<file path="src/hw/rtl/rxs_pkg.sv">
// Shared types and constants for the record exchange sort block.
// Depends on nothing; rxs_xchg, record_exchange_sort and rxs_checker import it.
package rxs_pkg;

    localparam int SCORE_W         = 9;
    localparam int TAG_W           = 8;
    localparam int REC_W           = SCORE_W + TAG_W;
    localparam int TDATA_W         = ((REC_W + 7) / 8) * 8;
    localparam int MAX_RECORDS_DEF = 16;

    typedef struct packed {
        logic [TAG_W-1:0]   tag;
        logic [SCORE_W-1:0] key;
    } rec_t;

    // Commands from the sequencer to the compare-exchange unit.
    typedef struct packed {
        logic load;
        logic step;
    } xchg_ctrl_t;

endpackage

</file>
<file path="src/hw/rtl/rxs_ram.sv">
// Generic single-port-write, single-port-read RAM with registered read data.
// Depends on nothing.
module rxs_ram #(
    parameter int WIDTH = 8,
    parameter int DEPTH = 16
) (
    input  logic                     clk,
    input  logic                     we,
    input  logic [$clog2(DEPTH)-1:0] waddr,
    input  logic [WIDTH-1:0]         wdata,
    input  logic [$clog2(DEPTH)-1:0] raddr,
    output logic [WIDTH-1:0]         rdata
);

    logic [WIDTH-1:0] mem [DEPTH];
    logic [WIDTH-1:0] rdata_reg;

    always_ff @(posedge clk) begin
        if (we) begin
            mem[waddr] <= wdata;
        end
        rdata_reg <= mem[raddr];
    end

    assign rdata = rdata_reg;

endmodule

</file>
<file path="src/hw/rtl/rxs_xchg.sv">
// Compare-exchange unit: holds the record of the current outer position and
// compares it with each record read from the store. Depends on rxs_pkg.
module rxs_xchg (
    input  logic                aclk,
    input  rxs_pkg::xchg_ctrl_t ctrl,
    input  rxs_pkg::rec_t       rd_rec,
    output rxs_pkg::rec_t       held,
    output logic                swap
);
    import rxs_pkg::*;

    rec_t held_reg;
    rec_t held_next;

    // A strict compare, so equal keys are never exchanged.
    assign swap = held_reg.key > rd_rec.key;

    always_comb begin
        held_next = held_reg;
        if (ctrl.load || (ctrl.step && swap)) begin
            held_next = rd_rec;
        end
    end

    always_ff @(posedge aclk) begin
        held_reg <= held_next;
    end

    assign held = held_reg;

endmodule

</file>
<file path="src/hw/rtl/record_exchange_sort.sv">
// Loading accepts a record on every valid beat, with s_tready high throughout.
// After the last record the sort takes each outer position but the final one in turn:
// it reads that record, loads it into the shared unit, does one compare-exchange per
// cycle with each later record and writes the held record back to the outer position.
// Emitting reads the RAM once per record and holds each result while m_tready is low.
// aresetn is synchronous and active low; it clears the sequencer, the record
// count and the output valid, while the record store is left as it is.
module record_exchange_sort #(
    parameter int MAX_RECORDS = rxs_pkg::MAX_RECORDS_DEF
) (
    input  logic                        aclk,
    input  logic                        aresetn,
    input  logic                        s_tvalid,
    output logic                        s_tready,
    input  logic [rxs_pkg::TDATA_W-1:0] s_tdata,   // score [8:0], tag [16:9]
    input  logic                        s_tlast,
    output logic                        m_tvalid,
    input  logic                        m_tready,
    output logic [rxs_pkg::TDATA_W-1:0] m_tdata,   // sorted_score [8:0], sorted_tag [16:9]
    output logic                        m_tlast
);
    import rxs_pkg::*;

    localparam int AW = $clog2(MAX_RECORDS);
    localparam int CW = $clog2(MAX_RECORDS + 1);

    localparam logic [2:0] ST_LOAD      = 3'd0;
    localparam logic [2:0] ST_RD_OUTER  = 3'd1;
    localparam logic [2:0] ST_GET_OUTER = 3'd2;
    localparam logic [2:0] ST_INNER     = 3'd3;
    localparam logic [2:0] ST_PUT_OUTER = 3'd4;
    localparam logic [2:0] ST_EMIT_RD   = 3'd5;
    localparam logic [2:0] ST_EMIT_LD   = 3'd6;
    localparam logic [2:0] ST_EMIT_OUT  = 3'd7;

    logic [2:0]    state_reg, state_next;
    logic [CW-1:0] count_reg, count_next;
    logic [CW-1:0] outer_reg, outer_next;
    logic [CW-1:0] inner_reg, inner_next;
    logic [CW-1:0] emit_reg, emit_next;
    logic          m_valid_reg, m_valid_next;
    rec_t          out_rec_reg, out_rec_next;
    logic          out_last_reg, out_last_next;

    logic          ram_we;
    logic [AW-1:0] ram_waddr;
    rec_t          ram_wdata;
    logic [AW-1:0] ram_raddr;
    rec_t          ram_rdata;

    xchg_ctrl_t    xchg_ctrl;
    rec_t          held;
    logic          swap;

    rec_t          in_rec;
    logic [CW-1:0] outer_inc;
    logic [CW-1:0] inner_inc;
    logic [CW-1:0] emit_inc;

    assign in_rec.key = s_tdata[SCORE_W-1:0];
    assign in_rec.tag = s_tdata[REC_W-1:SCORE_W];
    assign outer_inc  = outer_reg + 1'b1;
    assign inner_inc  = inner_reg + 1'b1;
    assign emit_inc   = emit_reg + 1'b1;

    rxs_ram #(
        .WIDTH (REC_W),
        .DEPTH (MAX_RECORDS)
    ) u_store (
        .clk   (aclk),
        .we    (ram_we),
        .waddr (ram_waddr),
        .wdata (ram_wdata),
        .raddr (ram_raddr),
        .rdata (ram_rdata)
    );

    rxs_xchg u_xchg (
        .aclk   (aclk),
        .ctrl   (xchg_ctrl),
        .rd_rec (ram_rdata),
        .held   (held),
        .swap   (swap)
    );

    always_comb begin
        state_next    = state_reg;
        count_next    = count_reg;
        outer_next    = outer_reg;
        inner_next    = inner_reg;
        emit_next     = emit_reg;
        m_valid_next  = m_valid_reg;
        out_rec_next  = out_rec_reg;
        out_last_next = out_last_reg;
        ram_we        = 1'b0;
        ram_waddr     = '0;
        ram_wdata     = held;
        ram_raddr     = '0;
        xchg_ctrl     = '0;

        unique case (state_reg)
            ST_LOAD: begin
                if (s_tvalid) begin
                    // Records beyond capacity are dropped, but last still starts the sort.
                    if (count_reg < CW'(MAX_RECORDS)) begin
                        ram_we     = 1'b1;
                        ram_waddr  = count_reg[AW-1:0];
                        ram_wdata  = in_rec;
                        count_next = count_reg + 1'b1;
                    end
                    if (s_tlast) begin
                        outer_next = '0;
                        state_next = ST_RD_OUTER;
                    end
                end
            end
            ST_RD_OUTER: begin
                ram_raddr = outer_reg[AW-1:0];
                if (outer_inc < count_reg) begin
                    state_next = ST_GET_OUTER;
                end else begin
                    emit_next  = '0;
                    state_next = ST_EMIT_RD;
                end
            end
            ST_GET_OUTER: begin
                xchg_ctrl.load = 1'b1;
                ram_raddr      = outer_inc[AW-1:0];
                inner_next     = outer_inc;
                state_next     = ST_INNER;
            end
            ST_INNER: begin
                // The read of the next inner position overlaps the write-back of this one.
                xchg_ctrl.step = 1'b1;
                if (swap) begin
                    ram_we    = 1'b1;
                    ram_waddr = inner_reg[AW-1:0];
                end
                if (inner_inc < count_reg) begin
                    ram_raddr  = inner_inc[AW-1:0];
                    inner_next = inner_inc;
                end else begin
                    state_next = ST_PUT_OUTER;
                end
            end
            ST_PUT_OUTER: begin
                ram_we     = 1'b1;
                ram_waddr  = outer_reg[AW-1:0];
                outer_next = outer_inc;
                state_next = ST_RD_OUTER;
            end
            ST_EMIT_RD: begin
                ram_raddr  = emit_reg[AW-1:0];
                state_next = ST_EMIT_LD;
            end
            ST_EMIT_LD: begin
                out_rec_next  = ram_rdata;
                out_last_next = (emit_inc == count_reg);
                m_valid_next  = 1'b1;
                state_next    = ST_EMIT_OUT;
            end
            ST_EMIT_OUT: begin
                if (m_tready) begin
                    m_valid_next = 1'b0;
                    if (out_last_reg) begin
                        count_next = '0;
                        state_next = ST_LOAD;
                    end else begin
                        emit_next  = emit_inc;
                        state_next = ST_EMIT_RD;
                    end
                end
            end
            default: begin
                state_next = ST_LOAD;
            end
        endcase
    end

    always_ff @(posedge aclk) begin
        if (!aresetn) begin
            state_reg   <= ST_LOAD;
            count_reg   <= '0;
            outer_reg   <= '0;
            inner_reg   <= '0;
            emit_reg    <= '0;
            m_valid_reg <= 1'b0;
        end else begin
            state_reg   <= state_next;
            count_reg   <= count_next;
            outer_reg   <= outer_next;
            inner_reg   <= inner_next;
            emit_reg    <= emit_next;
            m_valid_reg <= m_valid_next;
        end
    end

    always_ff @(posedge aclk) begin
        out_rec_reg  <= out_rec_next;
        out_last_reg <= out_last_next;
    end

    assign s_tready = (state_reg == ST_LOAD);
    assign m_tvalid = m_valid_reg;
    assign m_tdata  = TDATA_W'({out_rec_reg.tag, out_rec_reg.key});
    assign m_tlast  = out_last_reg;

endmodule

</file>
<file path="config.mk">
export PLATFORM = sky130hd
export DESIGN_NAME = record_exchange_sort
export DESIGN_NICKNAME = d
export VERILOG_FILES = /design/src/hw/rtl/rxs_pkg.sv /design/src/hw/rtl/rxs_ram.sv /design/src/hw/rtl/rxs_xchg.sv /design/src/hw/rtl/record_exchange_sort.sv
export SDC_FILE = /design/constraint.sdc
export NUM_CORES = 1
export LEC_CHECK = 0
export BUFFER_PORTS_ARGS = -buffer_cell sky130_fd_sc_hd__buf_2
export CAP_MARGIN = 30
export CORE_ASPECT_RATIO = 1.75
export CORE_UTILIZATION = 60
export DETAILED_ROUTE_END_ITERATION = 16
export GPL_TIMING_DRIVEN = 0
export PLACE_DENSITY = 0.85
export SYNTH_ARGS = -nofsm -noshare
export SYNTH_HDL_FRONTEND = slang
export SYNTH_HIERARCHICAL = 1
export SYNTH_SLANG_ARGS = --single-unit
</file>
<file path="constraint.sdc">
create_clock -name aclk -period 7.9 [get_ports aclk]
set_clock_uncertainty 0.2 [all_clocks]
set_input_delay 1.185 -clock aclk [delete_from_list [all_inputs] [get_ports aclk]]
set_output_delay 1.185 -clock aclk [all_outputs]
set_load 0.05 [all_outputs]
</file>
==> results.toml, run 1 <==
[run_status]
status = "completed"

[finish]
multi_input_area_um2 = 3740
largest_reg_flops = 272
layout.area.seq_um2 = 10000
top_register = "u_store/mem"
stdcell_count = 1201
diodes = 0
layout-drive-gt1-share_pct = 27.4
nNetsFinal = 929
area_growth_pct = 14.5
n_fill_cell = 1397

[placement]
place_hpwl_mm = 22.7
place_ws_ps = 3760
dpl.cell_count = 1148
routabilityCongestion = 0.966
place.port_buffers = 40

[worst_setup_path]
arrival_ps = 4540
cpMaxStageDelayCell = "clkbuf_1"
path_max_fanout = 10
max_stage_delay_ps = 800
r2r_cells = 12
worst-r2r-setup-slack_ps = 3600
path_depth = 12
worstPathRequired_ps = 8140
path_cells = "ha_1 -> nand3_1 -> xnor2_1 -> ha_1 -> a21oi_1 -> o2111ai_1 -> o211ai_1 -> clkbuf_1 -> clkbuf_1 -> mux4_2 -> a22oi_1 -> nand2_1"
reg2reg_from = "inner_reg[1]$_SDFFE_PN0P_"
worstSetupPathType = "reg2reg"
end_kind = "flop"
rr_endpoint = "u_store/rdata[16]$_DFF_P_"
worstSetupStartpointType = "flop"
cp_top_family = "compound AO/OA/AOI/OAI gates"
critPathBufInv = 2

[floorplan]
fp.dieW_um = 117
fp.dieH_um = 204
num_io_pins = 56
initial_core_util_pct = 61.3
die-area_um2 = 24000
num_rows = 73
core_um2 = 22800

[min_path]
hold_start = "u_store/rdata[9]$_DFF_P_"
hp-class = "reg2reg"
holdPathEnd = "m_tdata[9]$_DFFE_PP_"
hold_depth = 0

[clock_tree]
clk_latency_ps = 570
post-cts-setup-buffers = 0
clock-sinks = 348
path_clk_slew_ps = 70
cts_tree = "built"
ctsResizeCount = 0
numCtsBuffers = 29
ctsHtreeMaxLevel = 1
root_buffer = "clkbuf_16"
clockBufferDepth = 3
holdBufCountCts = 0

[synth]
synth_seq_cells = 348
synth_flop_cell = "edfxtp_1"
syn_inst = 781
ys_warn_count = 6
yosys.area_share.simple_pct = 5.03
yosysSeqAreaShare_pct = 71.7
synthAdderAreaFrac_pct = 1.88
synth-edff-count = 307
syn_area_um2 = 14000
synthMuxAreaShare_pct = 12.7
synth_top_family_by_area = "multiplexers"
async_reset_ff_share_pct = 0
avgSynthCellArea_um2 = 17.9
synth.area.top_cells = "edfxtp_1 (66%), mux4_2 (10%), dfxtp_1 (5.9%)"
synth_cell_types = 69
synth_top_area_share_pct = 65.9
synth-xor-area-share_pct = 0.813
yosysTopAreaCell = "edfxtp_1"
synth_compound_area_share_pct = 5.61

[pwr]
power.density_nw_per_um2 = 231
ir_drop_mv = 0.190
leakagePower_uw = 0.00534

[timing]
tns_ps = 0
fmax_mhz = 232
worstMarginPinSlew_ps = 1040
timing.slew.headroom_pct = 30.5
grt_setup_unrepaired = "no"
report.final.slew_viol_count = 0
fin_crit_sh_pct = 54.5
post-route-min-period_ps = 4300
setup_viol = 0
worst_slack_ps = 3600
hold_viol = 0
timing.hold.ws_ps = 227

[grt]
met2_usage_pct = 52.1
grt_pass1_wl_mm = 52.1
antenna_found_initial = 0
grt_max_degree = 20
grtUsageMet1_pct = 34.7
grt_usage_pct = 30.5
gr-total-overflow = 0
grtUsageMet3_pct = 4.19
busiest_layer = "met2"
grt_pass1_vias = 8367

[drt]
first_pass_iters = 5
drc = 0
drt-initial-drc-count = 984
post_drt_wl_per_cell_um = 29.1
routed_via_density = 6.71
drtAntennaViolNets = 0
finalWirelength_mm = 34.9
vias = 8054

[flow_run]
drv_cap = 0
==> cells in the mapped netlist, types with 2 or more instances <==
cell / n
mux2_2: 17
and2_1: 6
o21ai_0: 7
buf_2: 12
clkbuf_1: 12
dfxtp_1: 41
buf_8: 2
nand2b_1: 6
xnor2_1: 8
a211oi_1: 2
o21ai_1: 2
nor3_1: 10
o221ai_1: 3
mux4_2: 65
mux4_1: 3
nand3b_1: 5
and4_1: 2
a31oi_1: 3
nor2b_1: 5
mux2i_1: 4
buf_6: 2
and3_1: 2
xor2_1: 5
a22oi_1: 39
nand2_1: 46
buf_4: 10
inv_1: 18
nand4_2: 2
a21o_1: 3
edfxtp_1: 307
nand3_1: 13
a32oi_1: 4
nor4_1: 3
ha_1: 21
a21oi_1: 18
nor2_1: 40
==> worst max path at each step <==
stage                               from                            to  slack [ps]
2_1_floorplan                   s_tvalid   u_store/mem[0][0]$_DFFE_PP_        3850
3_3_place_gp                    s_tvalid  u_store/mem[0][14]$_DFFE_PP_        2120
3_5_place_dp   inner_reg[1]$_SDFFE_PN0P_     u_store/rdata[16]$_DFF_P_        3760
4_1_cts        inner_reg[1]$_SDFFE_PN0P_     u_store/rdata[16]$_DFF_P_        3640
5_1_grt        inner_reg[1]$_SDFFE_PN0P_     u_store/rdata[16]$_DFF_P_        3440
6_report       inner_reg[1]$_SDFFE_PN0P_     u_store/rdata[16]$_DFF_P_        3600
==> power by group <==
group          internal, uW  switching [uW]
Clock                   813             652
Combinational          65.8             118
Sequential             2040            16.4
==> metrics by stage <==
step	cell area [um2]	power (uW)	util (%)
2_1_floorplan	14000	2210	-
3_3_place_gp	14600	2260	63.9
3_5_place_dp	15100	2280	66.0
4_1_cts	16000	3720	70.2
5_1_grt	16000	3800	70.2
6_report	16000	3710	70.2
==> layout make-up <==
class | count | share of cell area [%]
timing repair buffer | 61 | 3.73
clock buffer | 38 | 4.99
clock inverter | 15 | 0.991
inverter | 19 | 0.445
buffer | 40 | 1.51
sequential | 348 | 62.6
tap | 300 | 2.34
multi-input combinational | 380 | 23.4
==> cell usage in the layout, fill, tap and decap left out, drive strengths merged, types with 4 or more instances in the layout <==
cell type and count:
a21oi 19, a22oi 39, a31oi 4, a32oi 4
and2 6, buf 88, clkbuf 51, clkinv 10
conb 7, dfxtp 41, edfxtp 307, ha 21
inv 21, mux2 17, mux2i 4, mux4 68
nand2 46, nand2b 6, nand3 14, nand3b 5
nor2 40, nor2b 5, nor3 11, o21ai 9
xnor2 8, xor2 5
==> kinds of logic after synthesis <==
kind of cell | Yosys count
DFF | 348
and+or+nand+nor | 146
AOI/OAI and AO/OA | 104
muxes | 89
buffers and inverters | 59
adders and majority gates | 21
xor gates and xnor gates | 13
other | 1
==> metal layers <==
layer	share of wire [%]	wire length, um
met1	33	11500
met2	52	18000
met3	7.2	2510
met4	8.3	2880
met5	0	0
Note: power is estimated with default switching activity, not from simulation.
==> run 2: changes to the inputs <==
- ABC_AREA: not set -> 1
- clock period: 7.9 -> 4.3 ns (I/O delays scaled with it)
==> results.toml, run 2 <==
[drt]
first_pass_iters = 6
vias = 11900
post_drt_wl_per_cell_um = 21.8
drtAntennaViolNets = 0
finalWirelength_mm = 43.3
drt-initial-drc-count = 1496
routed_via_density = 5.96
drc = 0

[clock_tree]
cts_tree = "built"
root_buffer = "clkbuf_16"
post-cts-setup-buffers = 0
holdBufCountCts = 0
numCtsBuffers = 29
ctsResizeCount = 0
path_clk_slew_ps = 70
clock-sinks = 348
clockBufferDepth = 3
clk_latency_ps = 580
ctsHtreeMaxLevel = 1

[finish]
layout_common_cells = "nand2_1 (495), edfxtp_1 (307), inv_1 (248)"
nNetsFinal = 1703
top_register = "u_store/mem"
fin_util_pct = 68.8
largest_reg_flops = 272
final_common_cell = "nand2_1"
area_growth_pct = 12.5
diodes = 0
multi_input_area_um2 = 4130
layout-drive-gt1-share_pct = 11.4
n_fill_cell = 1708
layout.area.seq_um2 = 10000

[timing]
post-route-min-period_ps = 4010
worstMarginPinSlew_ps = 820
fmax_mhz = 249
tns_ps = 0
hold_viol = 0
timing.slew.headroom_pct = 45.3
report.final.slew_viol_count = 0
fin_crit_sh_pct = 93.3
setup_viol = 0
grt_setup_unrepaired = "no"

[synth]
synth_flop_cell = "edfxtp_1"
avgSynthCellArea_um2 = 9.92
yosysMostFrequentCell = "nand2_1"
yosysSeqAreaShare_pct = 65.0
syn_inst = 1557
synth.area.top_cells = "edfxtp_1 (60%), nand2_1 (12%), nand3_1 (7.6%)"
synthTopCellsByCount = "nand2_1 (495), edfxtp_1 (307), inv_1 (248)"
synth-edff-count = 307
ys_warn_count = 6
yosysTopAreaCell = "edfxtp_1"
synth_cell_types = 40
synth_top_area_share_pct = 59.7
async_reset_ff_share_pct = 0
syn_area_um2 = 15400
synth_seq_cells = 348

[min_path]
hold_start = "aresetn"
hp-class = "in2reg"

[pwr]
pwr-share-comb_pct = 34.5
clockPowerShare_pct = 23.7
netSwitchingPower_uw = 4300
p_sw_share_pct = 38.2
ir_drop_mv = 0.457
pwr-share-seq_pct = 41.8
leakagePower_uw = 0.00753
p_int_uw = 6970
power.density_nw_per_um2 = 649

[worst_setup_path]
worstSetupStartpointType = "flop"
worstPathRequired_ps = 4560
path_max_fanout = 10
reg2reg_from = "inner_reg[1]$_SDFFE_PN0P_"
arrival_ps = 4270
end_kind = "flop"
worstSetupPathType = "reg2reg"
crit_start = "inner_reg[1]$_SDFFE_PN0P_"

[floorplan]
core_um2 = 25200
num_rows = 77
die-area_um2 = 26400
initial_core_util_pct = 61.2
fp.dieW_um = 123
fp.dieH_um = 214
num_io_pins = 56

[grt]
grt_max_degree = 19
gr-total-overflow = 0
grt_usage_pct = 34.2
grt_pass1_vias = 12100
antenna_found_initial = 0
grt_pass1_wl_mm = 65.7

[placement]
routabilityCongestion = 0.924
place.port_buffers = 41
place_hpwl_mm = 27.9

[run_status]
status = "completed"

[flow_run]
drv_cap = 0
## run 2: layer usage
layer	vias to the layer above	track usage, %	wire length, um
met5	-	0	0
met4	0	26.2	3640
met3	261	7.50	4070
met2	871	57.2	21800
met1	5503	37.0	13800
li1	5223	-	-
## run 2: final timing paths
path | end | slack (ps) | depth (start not counted)
min | inner_reg[4]$_SDFFE_PN0P_ | 160 | 3
min reg2reg | u_xchg/held[10]$_DFFE_PP_ | 240 | 0
max reg2reg | u_store/rdata[16]$_DFF_P_ | 290 | 16
max | u_store/rdata[16]$_DFF_P_ | 290 | 16
## run 2: stage by stage
| stage | cell area (um2) | total power [uW] | setup WS (ps) | std cells | hold WS, ps |
|---|---|---|---|---|---|
| after floorplan | 15500 | 7030 | 1040 | 1563 | 204 |
| after global placement | 16100 | 8140 | 285 | 1920 | 207 |
| after detailed placement | 16400 | 8400 | 757 | 1937 | 220 |
| after CTS | 17300 | 11100 | 672 | 1990 | 162 |
| after global routing | 17400 | 11700 | 186 | 1991 | 167 |
| final | 17400 | 11300 | 288 | 1991 | 158 |
## run 2: power by group through the flow
stage / clock network (uW) / logic (uW) / registers, uW
final: 2670 / 3890 / 4710
after global routing: 2800 / 4160 / 4740
after CTS: 2660 / 3730 / 4710
after detailed placement: 0 / 3630 / 4770
after global placement: 0 / 3380 / 4760
after floorplan: 0 / 2300 / 4720
## run 2: kinds of logic after synthesis
logic type	Yosys count	share of synthesized area, %
buf+inv	329	8.66
compound gates	36	1.42
other cells	1	0.0243
xor+xnor	14	0.794
fa+ha+maj	21	1.70
simple gates	808	22.4
flops	348	65.0
## run 2: area by class of cell
type                            instances  share of cell area, %
Buffer                                 67                   2.02
Clock buffer                           32                   4.24
Clock inverter                         21                   1.17
Inverter                              262                   5.67
Multi-Input combinational cell        886                   23.8
Sequential cell                       348                   57.8
Tap cell                              316                   2.28
Timing Repair Buffer                   59                   3.08
## run 2: worst max-delay path, cell delays in order, from the launching register on
cell	delay (ps)
dfxtp_1	430
ha_1	230
nand3_1	100
xor2_1	180
ha_1	300
nand2_1	70
nor2_1	100
nand2_1	60
and3_1	180
nand3_1	90
nand3_1	90
buf_2	210
clkinv_1	190
clkbuf_1	610
nand3_1	480
nand3_1	230
nand2_1	100
